### src/hdl/bf3_pkg.sv
// ----------------------------------------------------------------------------
// bf3_pkg
// Shared types and constants of the 3x3 box filter: item structs, sequencer
// states, lane control group and the reciprocal table for the mean divide.
// ----------------------------------------------------------------------------
`timescale 1ns / 1ps

package bf3_pkg;

    // fixed field widths
    localparam int PIX_W       = 8;
    localparam int CFG_W_BITS  = 11;
    localparam int CFG_H_BITS  = 13;
    localparam int CFG_DATA_W  = 13;
    // row position runs to frame_height+1 during the flush
    localparam int ROW_W       = 14;
    localparam int SUM_W       = 12;
    localparam int CNT_W       = 4;
    localparam int RECIP_SHIFT = 20;
    localparam int RECIP_W     = 21;

    localparam logic [CFG_W_BITS-1:0] RESET_WIDTH  = 11'd1024;
    localparam logic [CFG_H_BITS-1:0] RESET_HEIGHT = 13'd1024;

    // configuration register indexes
    localparam logic REG_FRAME_WIDTH  = 1'b0;
    localparam logic REG_FRAME_HEIGHT = 1'b1;

    // item kinds
    localparam logic KIND_PIXEL = 1'b0;
    localparam logic KIND_DRAIN = 1'b1;

    typedef struct packed {
        logic             kind;
        logic [PIX_W-1:0] red_in;
        logic [PIX_W-1:0] green_in;
        logic [PIX_W-1:0] blue_in;
    } t_in_item;

    typedef struct packed {
        logic [PIX_W-1:0] red_out;
        logic [PIX_W-1:0] green_out;
        logic [PIX_W-1:0] blue_out;
        logic             frame_end;
    } t_out_item;

    typedef enum logic [2:0] {
        S_IDLE,
        S_LOAD,
        S_SUM,
        S_MUL,
        S_OUT
    } t_state;

    // control group from the sequencer to every lane
    typedef struct packed {
        logic               load;
        logic               sum_en;
        logic               mul_en;
        logic [2:0]         col_mask;
        logic [2:0]         row_mask;
        logic [RECIP_W-1:0] recip;
    } t_lane_ctl;

    // ceil(2^20 / d): exact floor quotient for sums below 4096
    function automatic logic [RECIP_W-1:0] recip_of(input logic [CNT_W-1:0] cnt);
        logic [RECIP_W-1:0] r;
        r = '0;
        unique case (cnt)
            4'd1:    r = 21'd1048576;
            4'd2:    r = 21'd524288;
            4'd3:    r = 21'd349526;
            4'd4:    r = 21'd262144;
            4'd5:    r = 21'd209716;
            4'd6:    r = 21'd174763;
            4'd7:    r = 21'd149797;
            4'd8:    r = 21'd131072;
            4'd9:    r = 21'd116509;
            default: r = '0;
        endcase
        return r;
    endfunction

endpackage

### src/hdl/bf3_lane.sv
// ----------------------------------------------------------------------------
// bf3_lane
// One color channel: 3x3 window, masked neighborhood sum, and the mean by
// reciprocal multiply. All lanes run in lockstep under one control group.
// ----------------------------------------------------------------------------
`timescale 1ns / 1ps

module bf3_lane (
    input  logic                        i_clk,
    input  logic                        i_rst_n,
    input  bf3_pkg::t_lane_ctl          i_ctl,
    input  logic [bf3_pkg::PIX_W-1:0]   i_top,
    input  logic [bf3_pkg::PIX_W-1:0]   i_mid,
    input  logic [bf3_pkg::PIX_W-1:0]   i_bot,
    output logic [bf3_pkg::PIX_W-1:0]   o_mean
);

    import bf3_pkg::*;

    localparam int PROD_W = SUM_W + RECIP_W;

    // r_win[col][row]: col 0 oldest, row 0 top
    logic [PIX_W-1:0]  r_win [3][3];
    logic [SUM_W-1:0]  r_sum;
    logic [SUM_W-1:0]  n_sum;
    logic [PIX_W-1:0]  r_mean;
    logic [PROD_W-1:0] n_prod;

    // window shift and new column
    always_ff @(posedge i_clk) begin
        if (!i_rst_n) begin
            for (int c = 0; c < 3; c++) begin
                for (int r = 0; r < 3; r++) begin
                    r_win[c][r] <= '0;
                end
            end
        end else if (i_ctl.load) begin
            for (int r = 0; r < 3; r++) begin
                r_win[0][r] <= r_win[1][r];
                r_win[1][r] <= r_win[2][r];
            end
            r_win[2][0] <= i_top;
            r_win[2][1] <= i_mid;
            r_win[2][2] <= i_bot;
        end
    end

    // in-frame neighborhood sum
    always_comb begin
        n_sum = '0;
        for (int c = 0; c < 3; c++) begin
            for (int r = 0; r < 3; r++) begin
                if (i_ctl.col_mask[c] && i_ctl.row_mask[r]) begin
                    n_sum = n_sum + SUM_W'(r_win[c][r]);
                end
            end
        end
    end

    always_ff @(posedge i_clk) begin
        if (i_ctl.sum_en) begin
            r_sum <= n_sum;
        end
    end

    // divide by count through the reciprocal
    assign n_prod = PROD_W'(r_sum) * PROD_W'(i_ctl.recip);

    always_ff @(posedge i_clk) begin
        if (i_ctl.mul_en) begin
            r_mean <= n_prod[RECIP_SHIFT +: PIX_W];
        end
    end

    assign o_mean = r_mean;

endmodule

### config.mk
export PLATFORM = sky130hd
export DESIGN_NAME = bf3_lane
export DESIGN_NICKNAME = d
export VERILOG_FILES = /design/src/hdl/bf3_pkg.sv /design/src/hdl/bf3_lane.sv
export SDC_FILE = /design/constraint.sdc
export NUM_CORES = 1
export LEC_CHECK = 0
export BUFFER_PORTS_ARGS = -buffer_cell sky130_fd_sc_hd__buf_2
export CORE_MARGIN = 2
export CORE_UTILIZATION = 65
export CTS_BUF_LIST = sky130_fd_sc_hd__clkbuf_8
export DETAILED_ROUTE_END_ITERATION = 7
export MAX_ROUTING_LAYER = met4
export PLACE_DENSITY = 0.83
export SKIP_LAST_GASP = 1
export SYNTH_ARGS = -nofsm -noshare
export SYNTH_HDL_FRONTEND = slang
export SYNTH_SLANG_ARGS = --single-unit
### constraint.sdc
create_clock -name i_clk -period 13.2 [get_ports i_clk]
set_clock_uncertainty 0.15 [all_clocks]
set_input_delay 0.66 -clock i_clk [delete_from_list [all_inputs] [get_ports i_clk]]
set_output_delay 0.66 -clock i_clk [all_outputs]
set_load 0.01 [all_outputs]
# Yosys cells after proc, flatten, opt, wreduce, memory -nomap -nowiden
# Memory sizes are Yosys's and may differ from the RTL's.
# Index checks and enable logic that the tools add are counted.
[word_totals]
regBits = 20
ramBits = 72
wordCells = 52
mem_count = 1
output_inout_bits = 8
input_bits = 56
romBits = 0
latch_bits = 0
[classes]
multipliers = 1
eq_ne = 0
n_shift = 0
add_sub_neg = 8
n_reduce_logical = 9
bitwise = 9
div_mod_pow = 0
mux = 22
n_lt_le_gt_ge = 0
[memory_table]
columns = ["memory", "depth", "width", "read_ports", "rd_ports_with_merged_regs", "write_ports", "line_no", "rtl"]
rows = [
  ["r_win", 3, 24, 3, 0, 3, "bf3_lane.sv:23", "logic [PIX_W-1:0] r_win [3][3];"],
]
[ops]
columns = ["op", "n"]
rows = [
  ["adder 12 x 8 -> 12 bit", 8],
  ["two-way mux 12 bit", 8],
  ["two-way mux 8 bit", 10],
  ["multiplier 12 x 21 -> 28 bit", 1],
  ["logical AND 1 bit", 9],
  ["bitwise OR 1 bit", 9],
  ["two-way mux 1 bit", 4],
]

# Depth between registers and ports, before layout
# Gate-level depths: netlist (run 1).
[depth]
depth_word = 18
mapped_depth = 50
mapped_depth_nobuf = 49

# Least setup slack after synthesis (run 1)
# No wires, ideal clock.
[synth_timing]
path_type = "input-to-reg"
from = "input port i_ctl[21] (netlist bit)"
to = "register r_sum[10], data pin"
required_time_ns = 12.787
stages = 46
n_path_buf = 1
arrival_ns = 8.391
slack_ns = 4.395
setup_time_ns = 0.263
path_cell_list = "clkbuf_1 -> and3_1 -> ha_1 -> inv_1 -> fa_1 -> nand2b_1 -> nand3_1 -> o21ai_0 -> and2_1 -> ha_1 -> nand2_1 -> o21ai_1 -> o21ai_0 -> o21a_1 -> ha_1 -> nand2_1 -> o21a_1 -> nand2_1 -> [10 not listed] -> a31o_2 -> ha_1 -> nor2_1 -> nor2b_1 -> o31ai_1 -> a21oi_1 -> o21ba_2 -> ha_1 -> a21boi_0 -> nor3_1 -> a21o_1 -> ha_1 -> nor2b_1 -> o21ai_0 -> a21oi_1 -> nand3_1 -> o211a_1 -> xor2_1"
[synth_via]
elab_chain_len = 18
elab_cells_between_ends = 20
cone_classes = "8 x add/sub; 9 x mux; 3 x reduce/logical"
[synth_rtl]
columns = ["item", "line_no", "rtl"]
rows = [
  ["from (decl)", "bf3_lane.sv:11", "input bf3_pkg::t_lane_ctl i_ctl,"],
  ["logical AND 1 bit", "bf3_lane.sv:53", "if (i_ctl.col_mask[c] && i_ctl.row_mask[r]) begin"],
  ["two-way mux 8 bit", "bf3_lane.sv:53", ""],
  ["adder 12 x 8 -> 12 bit", "bf3_lane.sv:54", "n_sum = n_sum + SUM_W'(r_win[c][r]);"],
  ["two-way mux 12 bit", "bf3_lane.sv:53", ""],
  ["adder 12 x 8 -> 12 bit", "bf3_lane.sv:54", ""],
  ["two-way mux 12 bit", "bf3_lane.sv:53", ""],
  ["adder 12 x 8 -> 12 bit", "bf3_lane.sv:54", ""],
  ["two-way mux 12 bit", "bf3_lane.sv:53", ""],
  ["[3 not listed]", "--", ""],
  ["two-way mux 12 bit", "bf3_lane.sv:53", ""],
  ["adder 12 x 8 -> 12 bit", "bf3_lane.sv:54", ""],
  ["two-way mux 12 bit *", "bf3_lane.sv:53", ""],
  ["adder 12 x 8 -> 12 bit", "bf3_lane.sv:54", ""],
  ["two-way mux 12 bit *", "bf3_lane.sv:53", ""],
  ["adder 12 x 8 -> 12 bit", "bf3_lane.sv:54", ""],
  ["two-way mux 12 bit *", "bf3_lane.sv:53", ""],
  ["named net n_sum[10]", "bf3_lane.sv:25", "logic [SUM_W-1:0] n_sum;"],
  ["to (signal assigned)", "bf3_lane.sv:62", "r_sum <= n_sum;"],
  ["to (decl)", "bf3_lane.sv:24", "logic [SUM_W-1:0] r_sum;"],
]
# Mark *: on every way through the listed nets, which the timed path passes. The rest lies on a longest branch.
# A chain may end at the register's enable or synchronous reset.

# Worst setup path in the final report (run 1)
# Ends and elaborated chain as after synthesis.

==> results.yml, run 1 <==
cells_and_area:
  n_antenna_cell: 0
  drive_gt1_share_pct: 7.63
  finalNetCount: 1870
  final_common_cell: "nand2_1"
  layout_common_cells: "nand2_1, inv_1, fa_1"
  synthToLayoutAreaGrowth_pct: 4.08
synthesis:
  ys_seq_area_share_pct: 19.9
  synth_top_area_share_pct: 27.2
  async_reset_ff_share_pct: 0
  syn_inst: 1515
  syn_avg_cell_area_um2: 9.18
  syn_area_um2: 13900
  synth_area_leaders: "fa_1, edfxtp_1, ha_1, nand2_1, inv_1"
  ys.flop_type: "edfxtp_1"
  yosys.area.top_type: "fa_1"
  yosysWarningCount: 0
  netlist-cell-type-count: 71
  synth-edff-count: 92
  ys_seq_elements: 92
  syn_nets: 1870
critical_path:
  crit_family: "compound AO/OA/AOI/OAI gates"
  path_class: "in -> reg"
  crit_path_start_kind: "input pin"
  crit_path_end_kind: "flip-flop"
  critPathSlowestCell: "fa_1"
  crit_buf_inv: 3
  critical_path_required_ns: 13.18
  cp_max_fo: 16
  critPathArrivalTime_ns: 9.51
  critPathMaxStageDelay_ns: 0.49
  crit_top_cell: "ha_1"
power:
  power_frac_comb_pct: 79.5
  p_sw_share_pct: 49.6
  power.leakage_nw: 6.87
  power.share.sequential_pct: 14.8
  p_sw_w: 0.00169
  powerDensity_nw_per_um2: 236
  finalPower_w: 0.00341
  clockPowerShare_pct: 5.7
  ir_drop_mv: 0.285
  p_int_w: 0.00172
sta:
  setup-tns-final_ns: 0
  fmax_mhz: 105
  min_period_ns: 9.52
  tightest_slew_ns: 1.09
  post-route-period-util_pct: 72.2
  finalHoldViolCount: 0
  slew_viol_final: 0
  slew_headroom_pct: 27.5
  rsz0062_at_grt: "no"
  setup_viol: 0
outcome:
  violations: "DRC"
  outcome: "finished, violations left"
floorplanning:
  placementRows: 53
  die_h_um: 150
  die_w_um: 150
  start_util_pct: 66.2
  dieArea_um2: 22600
  pin_count: 64
  core_area_um2: 21000
clock_tree:
  cts_setup_buffers: 0
  cts_resized: 0
  cts_sinks: 92
  cts_buffers: 9
  ctsRootBufferMaster: "clkbuf_8"
  cts_tree: "done"
  clkTransAtPathRegs_ns: 0.11
  insertion_delay_ns: 0.39
  cts_hold_buf: 0
  ctsLongestPathBuffers: 2
  htreeDepth: 3
place:
  dpl.hpwl_um: 24400
  io_buffers: 63
  place_congestion: 0.889
global_route:
  grt_max_degree: 74
  antenna_found_initial: 0
  grt_usage_pct: 31.4
  overflow: 0
  first_global_vias: 11500
  grt_pass1_wl_um: 54300
route:
  drc: 1
  first_pass_iters: 8
  routed_wl_um: 32100
  drt-initial-drc-count: 746
  ant_nets: 0
  wire_per_inst_um: 17.9
  vias: 10800
  via_per_inst: 5.99
hold_path:
  hp-class: "in -> reg"
run:
  cap_violations: 0
[cell usage after synthesis, types with 16 or more instances]
master / number
xnor2_1: 28
a21oi_1: 52
edfxtp_1: 92
o21a_1: 19
o21ai_0: 37
and2_1: 85
mux2_2: 18
fa_1: 189
inv_1: 218
and3_1: 82
a21o_1: 22
nand2_1: 227
nor2_1: 62
nor3_1: 16
xor2_1: 18
clkbuf_1: 70
ha_1: 110
nor2b_1: 19
[final cells by class]
class	count	area, um^2
Clock buffer	9	124
Multi-Input combinational cell	1130	10000
Inverter	218	818
Sequential cell	92	2760
Timing Repair Buffer	64	323
Clock inverter	7	61.3
Fill cell	1633	6550
Tap cell	275	344
[cell families after synthesis]
family	count (synthesis)	synth area share, %
compound gates	225	11.0
fa+ha+maj	299	37.1
xor+xnor	50	3.45
mux	27	2.11
flops	92	19.9
simple gates	529	18.5
buf+inv	293	7.98
[metrics by stage]
step	setup slack (ns)	utilization [%]	area [um^2]	cells	hold WS [ns]
3_5_place_dp	3.43	68.0	14300	1779	0.444
5_1_grt	2.92	68.9	14500	1795	0.415
2_1_floorplan	4.40	-	13900	1515	0.417
6_report	3.68	68.9	14500	1795	0.429
4_1_cts	3.84	68.9	14500	1795	0.413
3_3_place_gp	3.86	68.0	14300	1779	0.442
[worst paths after layout]
path | end | start | depth (start not counted) | slack, ns
worst min register to register | r_win[0][26]$_SDFFCE_PN0P_ | r_win[0][50]$_SDFFCE_PN0P_ | 1 | 0.47
worst max register to register | r_sum[10]$_DFFE_PP_ | r_win[0][16]$_SDFFCE_PN0P_ | 44 | 3.87
worst min-delay path | r_win[0][56]$_SDFFCE_PN0P_ | i_mid[0] | 2 | 0.43
worst max-delay path | r_sum[10]$_DFFE_PP_ | i_ctl[21] | 45 | 3.68
[power groups by stage]
stage	Combinational [W]	Clock (W)	Sequential [W]
after detailed placement	0.00270	0	0.000507
after CTS	0.00272	0.000197	0.000500
final	0.00271	0.000194	0.000504
after floorplan	0.00211	0	0.000465
after global placement	0.00257	0	0.000506
after global routing	0.00315	0.000207	0.000508
[layer usage]
layer,vias up,global-route usage [%],wire length [um],share of wire (%)
met5,-,-,0,0
met4,0,9.48,775,2.4
met3,68,5.03,2290,7.1
met2,413,52.6,16100,50
met1,5324,39.4,12900,40
li1,4950,-,-,-
[state kept, by name (all words and copies together) (netlist names)]
name	cells
r_win	72
r_sum	12
o_mean	8
Power figures use the tool's default switching activity.
==> inputs of run 2 (changes only) <==
ABC_AREA = 1   (was unset)
clock period = 9 ns   (was 13.2 ns; I/O delays follow)
==> results.yml, run 2 <==
power:
  power.leakage_nw: 8.02
  power.share.sequential_pct: 15.8
  p_sw_share_pct: 51.8
  p_sw_w: 0.00232
  finalPower_w: 0.00449
  power_frac_comb_pct: 77.0
  ir_drop_mv: 0.384
  p_int_w: 0.00217
  powerDensity_nw_per_um2: 299
  clockPowerShare_pct: 7.2
global_route:
  grt_max_degree: 73
  antenna_found_initial: 0
  grt_pass1_wl_um: 55900
  grt_usage_pct: 32.3
  overflow: 0
  first_global_vias: 12100
synthesis:
  async_reset_ff_share_pct: 0
  syn_avg_cell_area_um2: 7.69
  synthAdderAreaFrac_pct: 36.6
  netlist-cell-type-count: 40
  synth_area_leaders: "fa_1, edfxtp_1, nand2_1, inv_1, ha_1"
  syn_area_um2: 14100
  ys.flop_type: "edfxtp_1"
  yosysWarningCount: 0
  netlist_top_cells_count: "nand2_1, inv_1, fa_1, nor2_1, ha_1"
  synth_top_family_by_area: "adder cells"
  synth_top_area_share_pct: 26.9
  yosysMostFrequentCell: "nand2_1"
  synth-simple-area-share_pct: 21.4
  ys_seq_area_share_pct: 19.6
  synth-compound-area-share_pct: 6.44
  syn_nets: 2188
  muxShareOfSynthArea_pct: 0
  syn_inst: 1833
  yosys.area.top_type: "fa_1"
  synth-edff-count: 92
  synth_xor_area_share_pct: 2.61
  ys_seq_elements: 92
route:
  routed_wl_um: 34300
  ant_nets: 0
  vias: 11800
  first_pass_iters: 8
  drc: 0
  drt-initial-drc-count: 808
  wire_per_inst_um: 16.0
  via_per_inst: 5.52
critical_path:
  crit_family: "adder cells"
  critPathArrivalTime_ns: 8.61
  critical_path_required_ns: 9.03
  critPathSlowestCell: "ha_1"
  crit_path_start_kind: "flip-flop"
  reg2reg_from: "r_win[0][16]$_SDFFCE_PN0P_"
  cp-startpoint: "r_win[0][16]$_SDFFCE_PN0P_"
  path_class: "reg -> reg"
  critPathMaxStageDelay_ns: 0.40
  crit_top_cell: "nand2_1"
  cp_max_fo: 4
  crit_path_end_kind: "flip-flop"
  crit_buf_inv: 9
sta:
  finalHoldViolCount: 0
  fmax_mhz: 117
  slew_headroom_pct: 28.1
  slew_viol_final: 0
  post-route-period-util_pct: 95.3
  setup_ws_ns: 0.427
  setup_viol: 0
  min_period_ns: 8.57
  tightest_slew_ns: 1.08
run:
  cap_violations: 0
clock_tree:
  ctsRootBufferMaster: "clkbuf_8"
  htreeDepth: 3
  cts_buffers: 9
  clkTransAtPathRegs_ns: 0.12
  ctsLongestPathBuffers: 2
  cts_tree: "done"
  cts_hold_buf: 0
  insertion_delay_ns: 0.41
  cts_sinks: 92
cells_and_area:
  largest_reg_flops: 72
  fill_cells: 1618
  final_common_cell: "nand2_1"
  final_util_pct: 71.1
  finalNetCount: 2213
  layout_common_cells: "nand2_1, inv_1, fa_1"
  top_register: "r_win"
  drive_gt1_share_pct: 9.45
  final_cells: 2138
  n_antenna_cell: 0
  multiInputGateArea_um2: 9670
  synthToLayoutAreaGrowth_pct: 6.72
  seqCellArea_um2: 2760
floorplanning:
  die_w_um: 151
  dieArea_um2: 22900
  start_util_pct: 66.6
  die_h_um: 151
  placementRows: 53
  pin_count: 64
  core_area_um2: 21200
place:
  io_buffers: 63
  place_congestion: 0.910
  dpl_worst_slack_ns: -0.172
  dpl.hpwl_um: 25900
  placed_cells: 2116
outcome:
  outcome: "complete, no violations"
hold_path:
  hp-class: "in -> reg"
  min_from: "i_bot[4]"
[run 2: cell count changes after synthesis, moves of 19 or more]
cell and delta:
nand3_1 +52, and2_1 -80, nand2_1 +282, and3_1 -82
inv_1 +219, nor2b_1 -19, a21oi_1 +26, nor2_1 +49
a21o_1 -21
[run 2: kinds of logic after synthesis]
logic type | after synthesis
simple gates | 739
buf+inv | 499
fa+ha+maj | 299
compound gates | 162
flops | 92
xor+xnor | 42
[run 2: per-stage QoR]
stage	instance area (um^2)	setup TNS (ns)	hold slack [ns]
floorplan	14100	0	0.402
global placement	14600	0	0.432
detailed placement	14600	-0.342	0.436
CTS	14800	0	0.191
global route	15000	-0.220	0.199
finish	15000	0	0.192
[run 2: cell type report]
cell class,count,area share [%]
flip-flops and latches,92,18.4
inverters,441,11.0
clock inverters,7,0.607
well taps,275,2.29
repair buffers,72,2.55
multi-input cells,1242,64.3
clock buffers,9,0.824
[run 2: worst paths after layout]
check | endpoint | slack [ns] | depth (start not counted)
worst min-delay path | r_win[0][52]$_SDFFCE_PN0P_ | 0.19 | 3
worst max register to register | r_sum[11]$_DFFE_PP_ | 0.43 | 54
worst max-delay path | r_sum[11]$_DFFE_PP_ | 0.43 | 54
worst min register to register | r_win[0][40]$_SDFFCE_PN0P_ | 0.46 | 2
[run 2: power by group through the flow]
stage / clock network (W) / registers [W] / logic [W]
floorplan: 0 / 0.000664 / 0.00261
global placement: 0 / 0.000712 / 0.00322
detailed placement: 0 / 0.000715 / 0.00337
CTS: 0.000324 / 0.000705 / 0.00341
global route: 0.000337 / 0.000716 / 0.00398
finish: 0.000323 / 0.000712 / 0.00346
[run 2: worst min-delay path, stage by stage]
cell and delay [ns]:
buf_2 0.08, inv_1 0.03, nor2_1 0.08
[run 2: layer usage]
layer	vias to the layer above	track usage (%)	wire length, um
met5	-	-	0
met4	0	11.0	1030
met3	103	4.46	2650
met2	507	54.7	17200
met1	5627	40.0	13400
li1	5559	-	-
[run 2: what timing repair did]
item | CTS | global route
endpoints found under the setup margin | 0 | 7
endpoints found under the hold margin | 0 | 0
gates resized for setup | 0 | 58
buffers inserted | 0 | 6
